## src/connection_timeout_wheel_core_macros.svh

```systemverilog
// Assertion macros shared by the connection timeout wheel RTL.
// Depends on nothing; included by the modules that carry assertions.
`ifndef CONNECTION_TIMEOUT_WHEEL_CORE_MACROS_SVH
`define CONNECTION_TIMEOUT_WHEEL_CORE_MACROS_SVH

// Same-cycle implication, sampled on the rising clock edge, off during reset.
`define CTW_ASSERT_IMP(label, clk, rst_n, ante, cons, msg) \
    label: assert property (@(posedge clk) disable iff (!rst_n) (ante) |-> (cons)) \
        else $error(msg);

// Next-cycle implication, sampled on the rising clock edge, off during reset.
`define CTW_ASSERT_NXT(label, clk, rst_n, ante, cons, msg) \
    label: assert property (@(posedge clk) disable iff (!rst_n) (ante) |=> (cons)) \
        else $error(msg);

`endif

```

## src/ctw_pkg.sv

```systemverilog
// Package for the connection timeout wheel: operation codes, controller states,
// field widths and parameter defaults. Depends on nothing.
`default_nettype none

package ctw_pkg;

    localparam int OP_W         = 2;
    localparam int ID_W         = 6;
    localparam int SLOT_COUNT_W = 7;

    localparam int DEF_MAX_CONNS = 64;
    localparam int DEF_MAX_SLOTS = 64;

    localparam logic [SLOT_COUNT_W-1:0] SLOT_COUNT_RST = 7'd64;

    localparam logic [OP_W-1:0] OP_ADD     = 2'd0;
    localparam logic [OP_W-1:0] OP_REMOVE  = 2'd1;
    localparam logic [OP_W-1:0] OP_REFRESH = 2'd2;
    localparam logic [OP_W-1:0] OP_TICK    = 2'd3;

    typedef enum logic [1:0] {
        ST_IDLE,
        ST_MOD,
        ST_SCAN,
        ST_DONE
    } state_t;

endpackage

`default_nettype wire

```

## src/ctw_cell.sv

```systemverilog
// One cell of the entry ring: a valid bit and a slot number, shifted on to the
// neighbor cell whenever the ring moves. Depends on nothing.
`default_nettype none

module ctw_cell #(
    parameter int SLOT_W = 6
) (
    input  wire logic              clk,
    input  wire logic              rst_n,
    input  wire logic              shift,
    input  wire logic              d_valid,
    input  wire logic [SLOT_W-1:0] d_slot,
    output logic                   q_valid,
    output logic      [SLOT_W-1:0] q_slot
);

    logic              valid_reg;
    logic [SLOT_W-1:0] slot_reg;

    always_ff @(posedge clk or negedge rst_n)
    begin
        if (!rst_n)
        begin
            valid_reg <= 1'b0;
        end
        else if (shift)
        begin
            valid_reg <= d_valid;
        end
    end

    always_ff @(posedge clk)
    begin
        if (shift)
        begin
            slot_reg <= d_slot;
        end
    end

    assign q_valid = valid_reg;
    assign q_slot  = slot_reg;

endmodule

`default_nettype wire

```

## src/ctw_ctrl.sv

```systemverilog
// Controller of the timeout wheel: slot count register, pointer, remainder unit,
// ring sequencing, head cell update and output register. Uses ctw_pkg and macros.
`default_nettype none
`include "connection_timeout_wheel_core_macros.svh"

module ctw_ctrl
    import ctw_pkg::*;
#(
    parameter int MAX_CONNS = DEF_MAX_CONNS,
    parameter int MAX_SLOTS = DEF_MAX_SLOTS,
    parameter int PTR_W     = $clog2(MAX_SLOTS)
) (
    input  wire logic                    clk,
    input  wire logic                    rst_n,
    input  wire logic                    cfg_we,
    input  wire logic [SLOT_COUNT_W-1:0] cfg_data,
    input  wire logic                    in_valid,
    output logic                         in_ready,
    input  wire logic [OP_W-1:0]         op,
    input  wire logic [ID_W-1:0]         conn_id,
    output logic                         out_valid,
    input  wire logic                    out_ready,
    output logic      [OP_W-1:0]         kind,
    output logic      [ID_W-1:0]         conn_id_res,
    output logic                         found,
    output logic                         expired,
    output logic                         last,
    output logic                         ring_shift,
    input  wire logic                    head_valid,
    input  wire logic [PTR_W-1:0]        head_slot,
    output logic                         tail_valid,
    output logic      [PTR_W-1:0]        tail_slot
);

    localparam int IDX_W  = $clog2(MAX_CONNS);
    localparam int NW     = PTR_W + 1;
    localparam int CW     = (SLOT_COUNT_W > NW) ? SLOT_COUNT_W : NW;
    localparam int STEP_W = $clog2(NW + 1);

    state_t                  state_reg, state_next;
    logic [SLOT_COUNT_W-1:0] slot_count_reg, slot_count_next;
    logic [PTR_W-1:0]        ptr_reg, ptr_next;
    logic [OP_W-1:0]         op_reg, op_next;
    logic [ID_W-1:0]         id_reg, id_next;
    logic [NW-1:0]           n_reg, n_next;
    logic [NW-1:0]           x_reg, x_next;
    logic [NW-1:0]           rem_reg, rem_next;
    logic [STEP_W-1:0]       step_reg, step_next;
    logic [PTR_W-1:0]        target_reg, target_next;
    logic [IDX_W-1:0]        cnt_reg, cnt_next;
    logic                    was_reg, was_next;
    logic                    pend_valid_reg, pend_valid_next;
    logic [IDX_W-1:0]        pend_id_reg, pend_id_next;
    logic                    out_valid_reg, out_valid_next;
    logic [OP_W-1:0]         kind_reg, kind_next;
    logic [ID_W-1:0]         id_res_reg, id_res_next;
    logic                    found_reg, found_next;
    logic                    expired_reg, expired_next;
    logic                    last_reg, last_next;

    logic [CW-1:0] cfg_ext;
    logic [CW-1:0] n_wide;
    logic [NW-1:0] n_cur;
    logic [NW-1:0] ptr_ext;
    logic [NW-1:0] x_in;
    logic [NW-1:0] r_shift;
    logic [NW-1:0] r_new;
    logic          at_id;
    logic          hit;
    logic          need_emit;
    logic          out_free;
    logic          stall;
    logic          out_load;

    always_comb
    begin
        cfg_ext = CW'(slot_count_reg);
        if (slot_count_reg == '0)
        begin
            n_wide = CW'(1);
        end
        else if (cfg_ext > CW'(MAX_SLOTS))
        begin
            n_wide = CW'(MAX_SLOTS);
        end
        else
        begin
            n_wide = cfg_ext;
        end
        n_cur   = n_wide[NW-1:0];
        ptr_ext = NW'(ptr_reg);
        if (op == OP_TICK)
        begin
            x_in = (ptr_reg == '0) ? (n_cur - NW'(1)) : (ptr_ext - NW'(1));
        end
        else
        begin
            x_in = ptr_ext + NW'(1);
        end
        r_shift = {rem_reg[PTR_W-1:0], x_reg[NW-1]};
        r_new   = (r_shift >= n_reg) ? (r_shift - n_reg) : r_shift;
    end

    always_comb
    begin
        at_id      = (id_reg == ID_W'(cnt_reg));
        hit        = head_valid && (head_slot == ptr_reg);
        out_free   = !out_valid_reg || out_ready;
        tail_valid = head_valid;
        tail_slot  = head_slot;
        need_emit  = 1'b0;
        case (op_reg)
            OP_TICK:
            begin
                if (hit)
                begin
                    tail_valid = 1'b0;
                    need_emit  = pend_valid_reg;
                end
            end
            OP_ADD:
            begin
                if (at_id && !head_valid)
                begin
                    tail_valid = 1'b1;
                    tail_slot  = target_reg;
                end
            end
            OP_REMOVE:
            begin
                if (at_id)
                begin
                    tail_valid = 1'b0;
                end
            end
            OP_REFRESH:
            begin
                if (at_id && head_valid)
                begin
                    tail_slot = target_reg;
                end
            end
            default:
            begin
                tail_valid = head_valid;
            end
        endcase
        stall      = need_emit && !out_free;
        ring_shift = (state_reg == ST_SCAN) && !stall;
    end

    always_comb
    begin
        state_next      = state_reg;
        slot_count_next = cfg_we ? cfg_data : slot_count_reg;
        ptr_next        = ptr_reg;
        op_next         = op_reg;
        id_next         = id_reg;
        n_next          = n_reg;
        x_next          = x_reg;
        rem_next        = rem_reg;
        step_next       = step_reg;
        target_next     = target_reg;
        cnt_next        = cnt_reg;
        was_next        = was_reg;
        pend_valid_next = pend_valid_reg;
        pend_id_next    = pend_id_reg;
        out_valid_next  = out_valid_reg && !out_ready;
        kind_next       = kind_reg;
        id_res_next     = id_res_reg;
        found_next      = found_reg;
        expired_next    = expired_reg;
        last_next       = last_reg;
        in_ready        = 1'b0;
        out_load        = 1'b0;

        case (state_reg)
            ST_IDLE:
            begin
                in_ready = 1'b1;
                if (in_valid)
                begin
                    op_next         = op;
                    id_next         = conn_id;
                    n_next          = n_cur;
                    was_next        = 1'b0;
                    pend_valid_next = 1'b0;
                    cnt_next        = '0;
                    if (x_in < n_cur)
                    begin
                        target_next = x_in[PTR_W-1:0];
                        state_next  = ST_SCAN;
                    end
                    else
                    begin
                        x_next     = x_in;
                        rem_next   = '0;
                        step_next  = '0;
                        state_next = ST_MOD;
                    end
                end
            end
            ST_MOD:
            begin
                rem_next  = r_new;
                x_next    = x_reg << 1;
                step_next = step_reg + STEP_W'(1);
                if (step_reg == STEP_W'(NW - 1))
                begin
                    target_next = r_new[PTR_W-1:0];
                    state_next  = ST_SCAN;
                end
            end
            ST_SCAN:
            begin
                if (!stall)
                begin
                    if (need_emit)
                    begin
                        out_load       = 1'b1;
                        out_valid_next = 1'b1;
                        kind_next      = OP_TICK;
                        id_res_next    = ID_W'(pend_id_reg);
                        found_next     = 1'b0;
                        expired_next   = 1'b1;
                        last_next      = 1'b0;
                    end
                    if (at_id)
                    begin
                        was_next = head_valid;
                    end
                    if ((op_reg == OP_TICK) && hit)
                    begin
                        pend_valid_next = 1'b1;
                        pend_id_next    = cnt_reg;
                    end
                    cnt_next = cnt_reg + IDX_W'(1);
                    if (cnt_reg == IDX_W'(MAX_CONNS - 1))
                    begin
                        state_next = ST_DONE;
                    end
                end
            end
            ST_DONE:
            begin
                if (out_free)
                begin
                    out_load       = 1'b1;
                    out_valid_next = 1'b1;
                    kind_next      = op_reg;
                    last_next      = 1'b1;
                    if (op_reg == OP_TICK)
                    begin
                        id_res_next  = pend_valid_reg ? ID_W'(pend_id_reg) : '0;
                        found_next   = 1'b0;
                        expired_next = pend_valid_reg;
                        ptr_next     = target_reg;
                    end
                    else
                    begin
                        id_res_next  = id_reg;
                        found_next   = was_reg;
                        expired_next = 1'b0;
                    end
                    state_next = ST_IDLE;
                end
            end
            default:
            begin
                state_next = ST_IDLE;
            end
        endcase
    end

    always_ff @(posedge clk or negedge rst_n)
    begin
        if (!rst_n)
        begin
            state_reg      <= ST_IDLE;
            slot_count_reg <= SLOT_COUNT_RST;
            ptr_reg        <= '0;
            pend_valid_reg <= 1'b0;
            out_valid_reg  <= 1'b0;
        end
        else
        begin
            state_reg      <= state_next;
            slot_count_reg <= slot_count_next;
            ptr_reg        <= ptr_next;
            pend_valid_reg <= pend_valid_next;
            out_valid_reg  <= out_valid_next;
        end
    end

    always_ff @(posedge clk)
    begin
        op_reg      <= op_next;
        id_reg      <= id_next;
        n_reg       <= n_next;
        x_reg       <= x_next;
        rem_reg     <= rem_next;
        step_reg    <= step_next;
        target_reg  <= target_next;
        cnt_reg     <= cnt_next;
        was_reg     <= was_next;
        pend_id_reg <= pend_id_next;
        kind_reg    <= kind_next;
        id_res_reg  <= id_res_next;
        found_reg   <= found_next;
        expired_reg <= expired_next;
        last_reg    <= last_next;
    end

    assign out_valid   = out_valid_reg;
    assign kind        = kind_reg;
    assign conn_id_res = id_res_reg;
    assign found       = found_reg;
    assign expired     = expired_reg;
    assign last        = last_reg;

    // A result must never overwrite one that the receiver has not yet taken.
    `CTW_ASSERT_IMP(a_no_overwrite, clk, rst_n, out_load, (!out_valid_reg || out_ready), "result overwritten")
    // The ring only moves during the scan.
    `CTW_ASSERT_IMP(a_shift_in_scan, clk, rst_n, ring_shift, (state_reg == ST_SCAN), "ring moved outside scan")
    // The new slot is always reduced below the slot count.
    `CTW_ASSERT_IMP(a_target_range, clk, rst_n, (state_reg == ST_SCAN), (NW'(target_reg) < n_reg), "slot out of range")
    // The pointer moves only when an item completes.
    `CTW_ASSERT_NXT(a_ptr_hold, clk, rst_n, (state_reg != ST_DONE), $stable(ptr_reg), "pointer moved early")

endmodule

`default_nettype wire

```

## src/connection_timeout_wheel_core.sv

```systemverilog
// Connection timeout wheel: a ring of MAX_CONNS cells holding one entry per
// connection, rotated past a controller. Uses ctw_pkg, ctw_cell and ctw_ctrl.
//
// Usage: an item on the in channel (op, conn_id) is taken when in_valid and
// in_ready are both high. Add, remove and refresh give one result; a tick gives
// one result per expired connection in ascending id order, or a single result
// with expired low when the current slot is empty. The result item that ends
// an input item carries last high. The user must write slot_count through
// cfg_we and cfg_data only while the block is idle; the block does not enforce it.
// Timing: on acceptance the entry ring makes one full rotation, one cell per
// cycle while no stall holds it, past the head, where each connection's entry
// is read and rewritten in turn. The final result is then loaded into the
// output register and the block returns to idle, so a new item is taken only
// after the last one is through. When the new slot needs a wrap or the pointer
// lies beyond the slots in use, a bit-serial remainder unit runs before the
// rotation. in_ready is high only between items. A stalled receiver holds the
// current result in the output register; a tick that finds another expired
// connection then pauses the ring until that result is taken. Reset clears
// every entry, the pointer, and sets slot_count to 64.
`default_nettype none

module connection_timeout_wheel_core
    import ctw_pkg::*;
#(
    parameter int MAX_CONNS = DEF_MAX_CONNS,
    parameter int MAX_SLOTS = DEF_MAX_SLOTS
) (
    input  wire logic                    clk,
    input  wire logic                    rst_n,
    input  wire logic                    cfg_we,
    input  wire logic [SLOT_COUNT_W-1:0] cfg_data,
    input  wire logic                    in_valid,
    output logic                         in_ready,
    input  wire logic [OP_W-1:0]         op,
    input  wire logic [ID_W-1:0]         conn_id,
    output logic                         out_valid,
    input  wire logic                    out_ready,
    output logic      [OP_W-1:0]         kind,
    output logic      [ID_W-1:0]         conn_id_res,
    output logic                         found,
    output logic                         expired,
    output logic                         last
);

    localparam int PTR_W = $clog2(MAX_SLOTS);

    logic             ring_shift;
    logic             tail_valid;
    logic [PTR_W-1:0] tail_slot;
    logic             cell_valid [MAX_CONNS];
    logic [PTR_W-1:0] cell_slot  [MAX_CONNS];

    genvar i;
    generate
        for (i = 0; i < MAX_CONNS; i++)
        begin : g_cell
            if (i == MAX_CONNS - 1)
            begin : g_tail
                ctw_cell #(
                    .SLOT_W (PTR_W)
                ) u_cell (
                    .clk     (clk),
                    .rst_n   (rst_n),
                    .shift   (ring_shift),
                    .d_valid (tail_valid),
                    .d_slot  (tail_slot),
                    .q_valid (cell_valid[i]),
                    .q_slot  (cell_slot[i])
                );
            end
            else
            begin : g_body
                ctw_cell #(
                    .SLOT_W (PTR_W)
                ) u_cell (
                    .clk     (clk),
                    .rst_n   (rst_n),
                    .shift   (ring_shift),
                    .d_valid (cell_valid[i+1]),
                    .d_slot  (cell_slot[i+1]),
                    .q_valid (cell_valid[i]),
                    .q_slot  (cell_slot[i])
                );
            end
        end
    endgenerate

    ctw_ctrl #(
        .MAX_CONNS (MAX_CONNS),
        .MAX_SLOTS (MAX_SLOTS),
        .PTR_W     (PTR_W)
    ) u_ctrl (
        .clk         (clk),
        .rst_n       (rst_n),
        .cfg_we      (cfg_we),
        .cfg_data    (cfg_data),
        .in_valid    (in_valid),
        .in_ready    (in_ready),
        .op          (op),
        .conn_id     (conn_id),
        .out_valid   (out_valid),
        .out_ready   (out_ready),
        .kind        (kind),
        .conn_id_res (conn_id_res),
        .found       (found),
        .expired     (expired),
        .last        (last),
        .ring_shift  (ring_shift),
        .head_valid  (cell_valid[0]),
        .head_slot   (cell_slot[0]),
        .tail_valid  (tail_valid),
        .tail_slot   (tail_slot)
    );

endmodule

`default_nettype wire

```

## config.mk

```make
export PLATFORM = sky130hd
export DESIGN_NAME = connection_timeout_wheel_core
export DESIGN_NICKNAME = d
export VERILOG_FILES = /design/src/ctw_pkg.sv /design/src/ctw_cell.sv /design/src/ctw_ctrl.sv /design/src/connection_timeout_wheel_core.sv
export VERILOG_INCLUDE_DIRS = /design/src /design/src/src
export SDC_FILE = /design/constraint.sdc
export NUM_CORES = 1
export LEC_CHECK = 0
export ABC_AREA = 1
export BUFFER_PORTS_ARGS = -buffer_cell sky130_fd_sc_hd__buf_2
export CAP_MARGIN = 5
export CORE_ASPECT_RATIO = 2
export CORE_MARGIN = 1.5
export CORE_UTILIZATION = 36
export CTS_CLUSTER_SIZE = 20
export DETAILED_ROUTE_END_ITERATION = 7
export GPL_ROUTABILITY_DRIVEN = 0
export PLACE_DENSITY = 0.56
export SLEW_MARGIN = 25
export SYNTH_ARGS = -nofsm -noshare
export SYNTH_HDL_FRONTEND = slang
export SYNTH_SLANG_ARGS = --single-unit
```

## constraint.sdc

```tcl
create_clock -name clk -period 6.8 [get_ports clk]
set_input_delay 0.34 -clock clk [delete_from_list [all_inputs] [get_ports clk]]
set_output_delay 0.34 -clock clk [all_outputs]
set_load 0.1 [all_outputs]
```

==> reports/metrics.cfg <==
[worst_setup_path]
r2r-end = u_ctrl.target_reg[3]
crit_family = compound AO/OA/AOI/OAI gates
reg2reg_from = u_ctrl.ptr_reg[0]
cp.arrival_ps = 3960
ff2ff_path_depth = 16
critical_path.slowest_cell = a21oi_1
startpoint_type = flip-flop
required_ps = 7000
r2r_setup_slack_ps = 3030
crit_buf_inv = 2
crit_chain = inv_1 -> ha_1 -> nand3_1 -> nor3_2 -> a21oi_1 -> nand2_1 -> inv_1 -> nand3_1 -> nand3_1 -> and2_1 -> ha_1 -> a21oi_1 -> nor2_1 -> a211oi_1 -> nand2_1 -> a21oi_1
critPathKind = reg2reg
worstSetupEndpointType = flip-flop
cp.depth = 16
max_stage_delay_ps = 480
crit_path_end = u_ctrl.target_reg[3]
cp_max_fo = 6
startpoint = u_ctrl.ptr_reg[0]

[pwr]
p_clk_share_pct = 27.3
power_mw = 9.71
netSwitchingPower_mw = 2.90
seqPwrFrac_pct = 54.6
p_comb_share_pct = 18.0
sw_frac_of_total_pct = 29.8
powerDensity_mw_per_mm2 = 462
peakVddDrop_v = 0.000339
p_int_mw = 6.81
p_leak_nw = 7.73

[grt]
track_usage_pct = 12.1
grt_overflow = 0
grt_start_max_net_pins = 137
grt_pass1_wl_um = 49500
first_global_vias = 9166
antenna_found_initial = 0

[synthesis]
synth_area_leader_cell = edfxtp_1
synth_xor_area_share_pct = 0.474
postSynthRegisterBits = 526
yosys-top-cells-count = edfxtp_1 (445), nand2_1 (306), inv_1 (91), dfrtp_1 (80), nor2_1 (60)
netlist.area_leader.share_pct = 72.3
synthAdderAreaFrac_pct = 1.60
avgSynthCellArea_um2 = 15.6
synth_edf_count = 445
seq_area_frac_synth_pct = 83.3
synthArstFlopShare_pct = 15.4
synth.area.top_cells = edfxtp_1 (72%), dfrtp_1 (11%), nand2_1 (6.2%)
synth_cell_types = 40
syn-num-nets = 1227
synthesis.area_mm2 = 0.0185
synth_compound_area_share_pct = 2.48
synth.most_common_cell = edfxtp_1
yosysWarningCount = 0
muxShareOfSynthArea_pct = 0.0609
synth_top_family_by_area = simple AND/OR/NAND/NOR gates
yosys.area_share.simple_pct = 9.12
syn_inst = 1184
synth_flop_cell = edfxtp_1

[clocking]
cts_made_buffers = 45
cts_tree = built
cts_buffer_depth = 3
post_cts_buffers = 0
clk_pin_slew_ps = 70
h-tree-depth = 2
cts_root_buffer = clkbuf_16
clkLatencyLatePin_ps = 570
cts.sinks = 526

[timing]
fmax_mhz = 266
worst_pin_slew_ps = 1010
rsz0062_at_grt = false
finalCriticalPeriod_ps = 3770
drv_slew = 0
setup_violations = 0
tns_ps = 0
hold_violations = 0
clock_skew_ps = 23.3
slew_headroom_pct = 32.8
finalCritPeriodShare_pct = 55.4

[cells_and_area]
num_antenna_cells = 0
finalInstanceArea_mm2 = 0.0210
finalNetCount = 1302
fillers = 4577
post-route-util_pct = 41.4
largest_register_ffs = 378
area_delta_synth_final_pct = 13.8
layout-drive-gt1-share_pct = 9.49

[floorplan]
start_util_pct = 36.4
die_w_um = 163
die_h_um = 323
dieArea_mm2 = 0.0528
io_pins = 33
num_rows = 117
core_mm2 = 0.0508

[placed_design]
numPortBuffers = 32
placed_cell_area_mm2 = 0.0193
dpl.hpwl_um = 18100

[drt]
dr.pass1.iters = 6
detail-route-antenna-nets = 0
wl_per_cell_um = 15.6
drc = 0
first_iter_violations = 652
routed_via_density = 4.58
wl_um = 30400
num_vias = 8935

[min_path]
min_path_type = in2reg

[run_status]
status = finished, final reports clean

[job]
drv_cap = 0

[final cells by class]
class | instances | area (um^2) | area share [%]
clock inverter | 30 | 304 | 1.45
timing repair buffer | 54 | 393 | 1.87
multi-input combinational | 537 | 2540 | 12.1
clock buffer | 54 | 1210 | 5.77
tap | 654 | 818 | 3.89
inverter | 95 | 364 | 1.73
sequential | 526 | 15400 | 73.2
[per-stage QoR]
stage	hold slack [ps]	std cells	setup WS (ps)
after floorplan	44.4	1184	393
after global placement	208	1850	3300
after detailed placement	209	1850	3140
after CTS	72.6	1950	3090
after global routing	127	1950	2730
final	99.6	1950	3030
[repair_timing]
item / in CTS / in global routing
hold buffers: 16 / 0
hold endpoints to repair: 25 / 0
resized for setup: 0 / 0
[how the worst min path moves through the flow]
stage                start                              end  slack (ps)  cells past startpoint
global placement     rst_n                 u_ctrl.out_valid         210                      1
floorplan            rst_n  g_cell[0].g_body.u_cell.q_valid          40                      0
CTS                 cfg_we                u_ctrl.cfg_ext[6]          70                      2
finish              cfg_we                u_ctrl.cfg_ext[6]         100                      2
detailed placement   rst_n                 u_ctrl.out_valid         210                      1
global route        cfg_we                u_ctrl.cfg_ext[6]         130                      2
[layout by cell type, fill, tap and decap left out, types with 4 or more instances in the layout]
cell type and n:
inv_1 91, nand4_1 5, o21ai_1 4, ha_1 22
clkinv_2 6, dlygate4sd3_1 16, a21oi_1 20, edfxtp_1 445
o21ai_0 46, inv_6 6, nor2_1 60, xor2_1 8
clkinv_1 9, clkinvlp_4 4, clkbuf_1 6, buf_4 5
bufinv_16 5, clkbuf_16 47, dfrtp_1 80, buf_2 31
nand3_1 32, nand2_1 306
[power groups by stage]
stage | combinational (mW) | sequential, mW | clock, mW
floorplan | 1.27 | 5.51 | 0
global placement | 1.73 | 5.37 | 0
detailed placement | 1.79 | 5.37 | 0
CTS | 1.78 | 5.34 | 2.74
global route | 1.98 | 5.42 | 2.86
finish | 1.75 | 5.31 | 2.65
[layer usage]
metal / part of all wire, % / GRT usage, % / up-vias
li1: - / - / 4261
met2: 49 / 19.5 / 163
met4: 7.1 / 8.79 / 0
met3: 2.8 / 1.90 / 97
met1: 41 / 14.7 / 4414
met5: 0 / 0 / -
[logic make-up (layout without fill, tap and decap cells)]
| kind of cell | Yosys count | after routing |
|---|---|---|
| AND/OR/NAND/NOR | 420 | 420 |
| AO/OA/AOI/OAI | 83 | 83 |
| buffers and inverters | 121 | 233 |
| XOR/XNOR | 10 | 10 |
| adder cells (fa/ha/maj) | 23 | 23 |
| multiplexers | 1 | 1 |
| flip-flops | 526 | 526 |
Power figures use the tool's default switching activity.
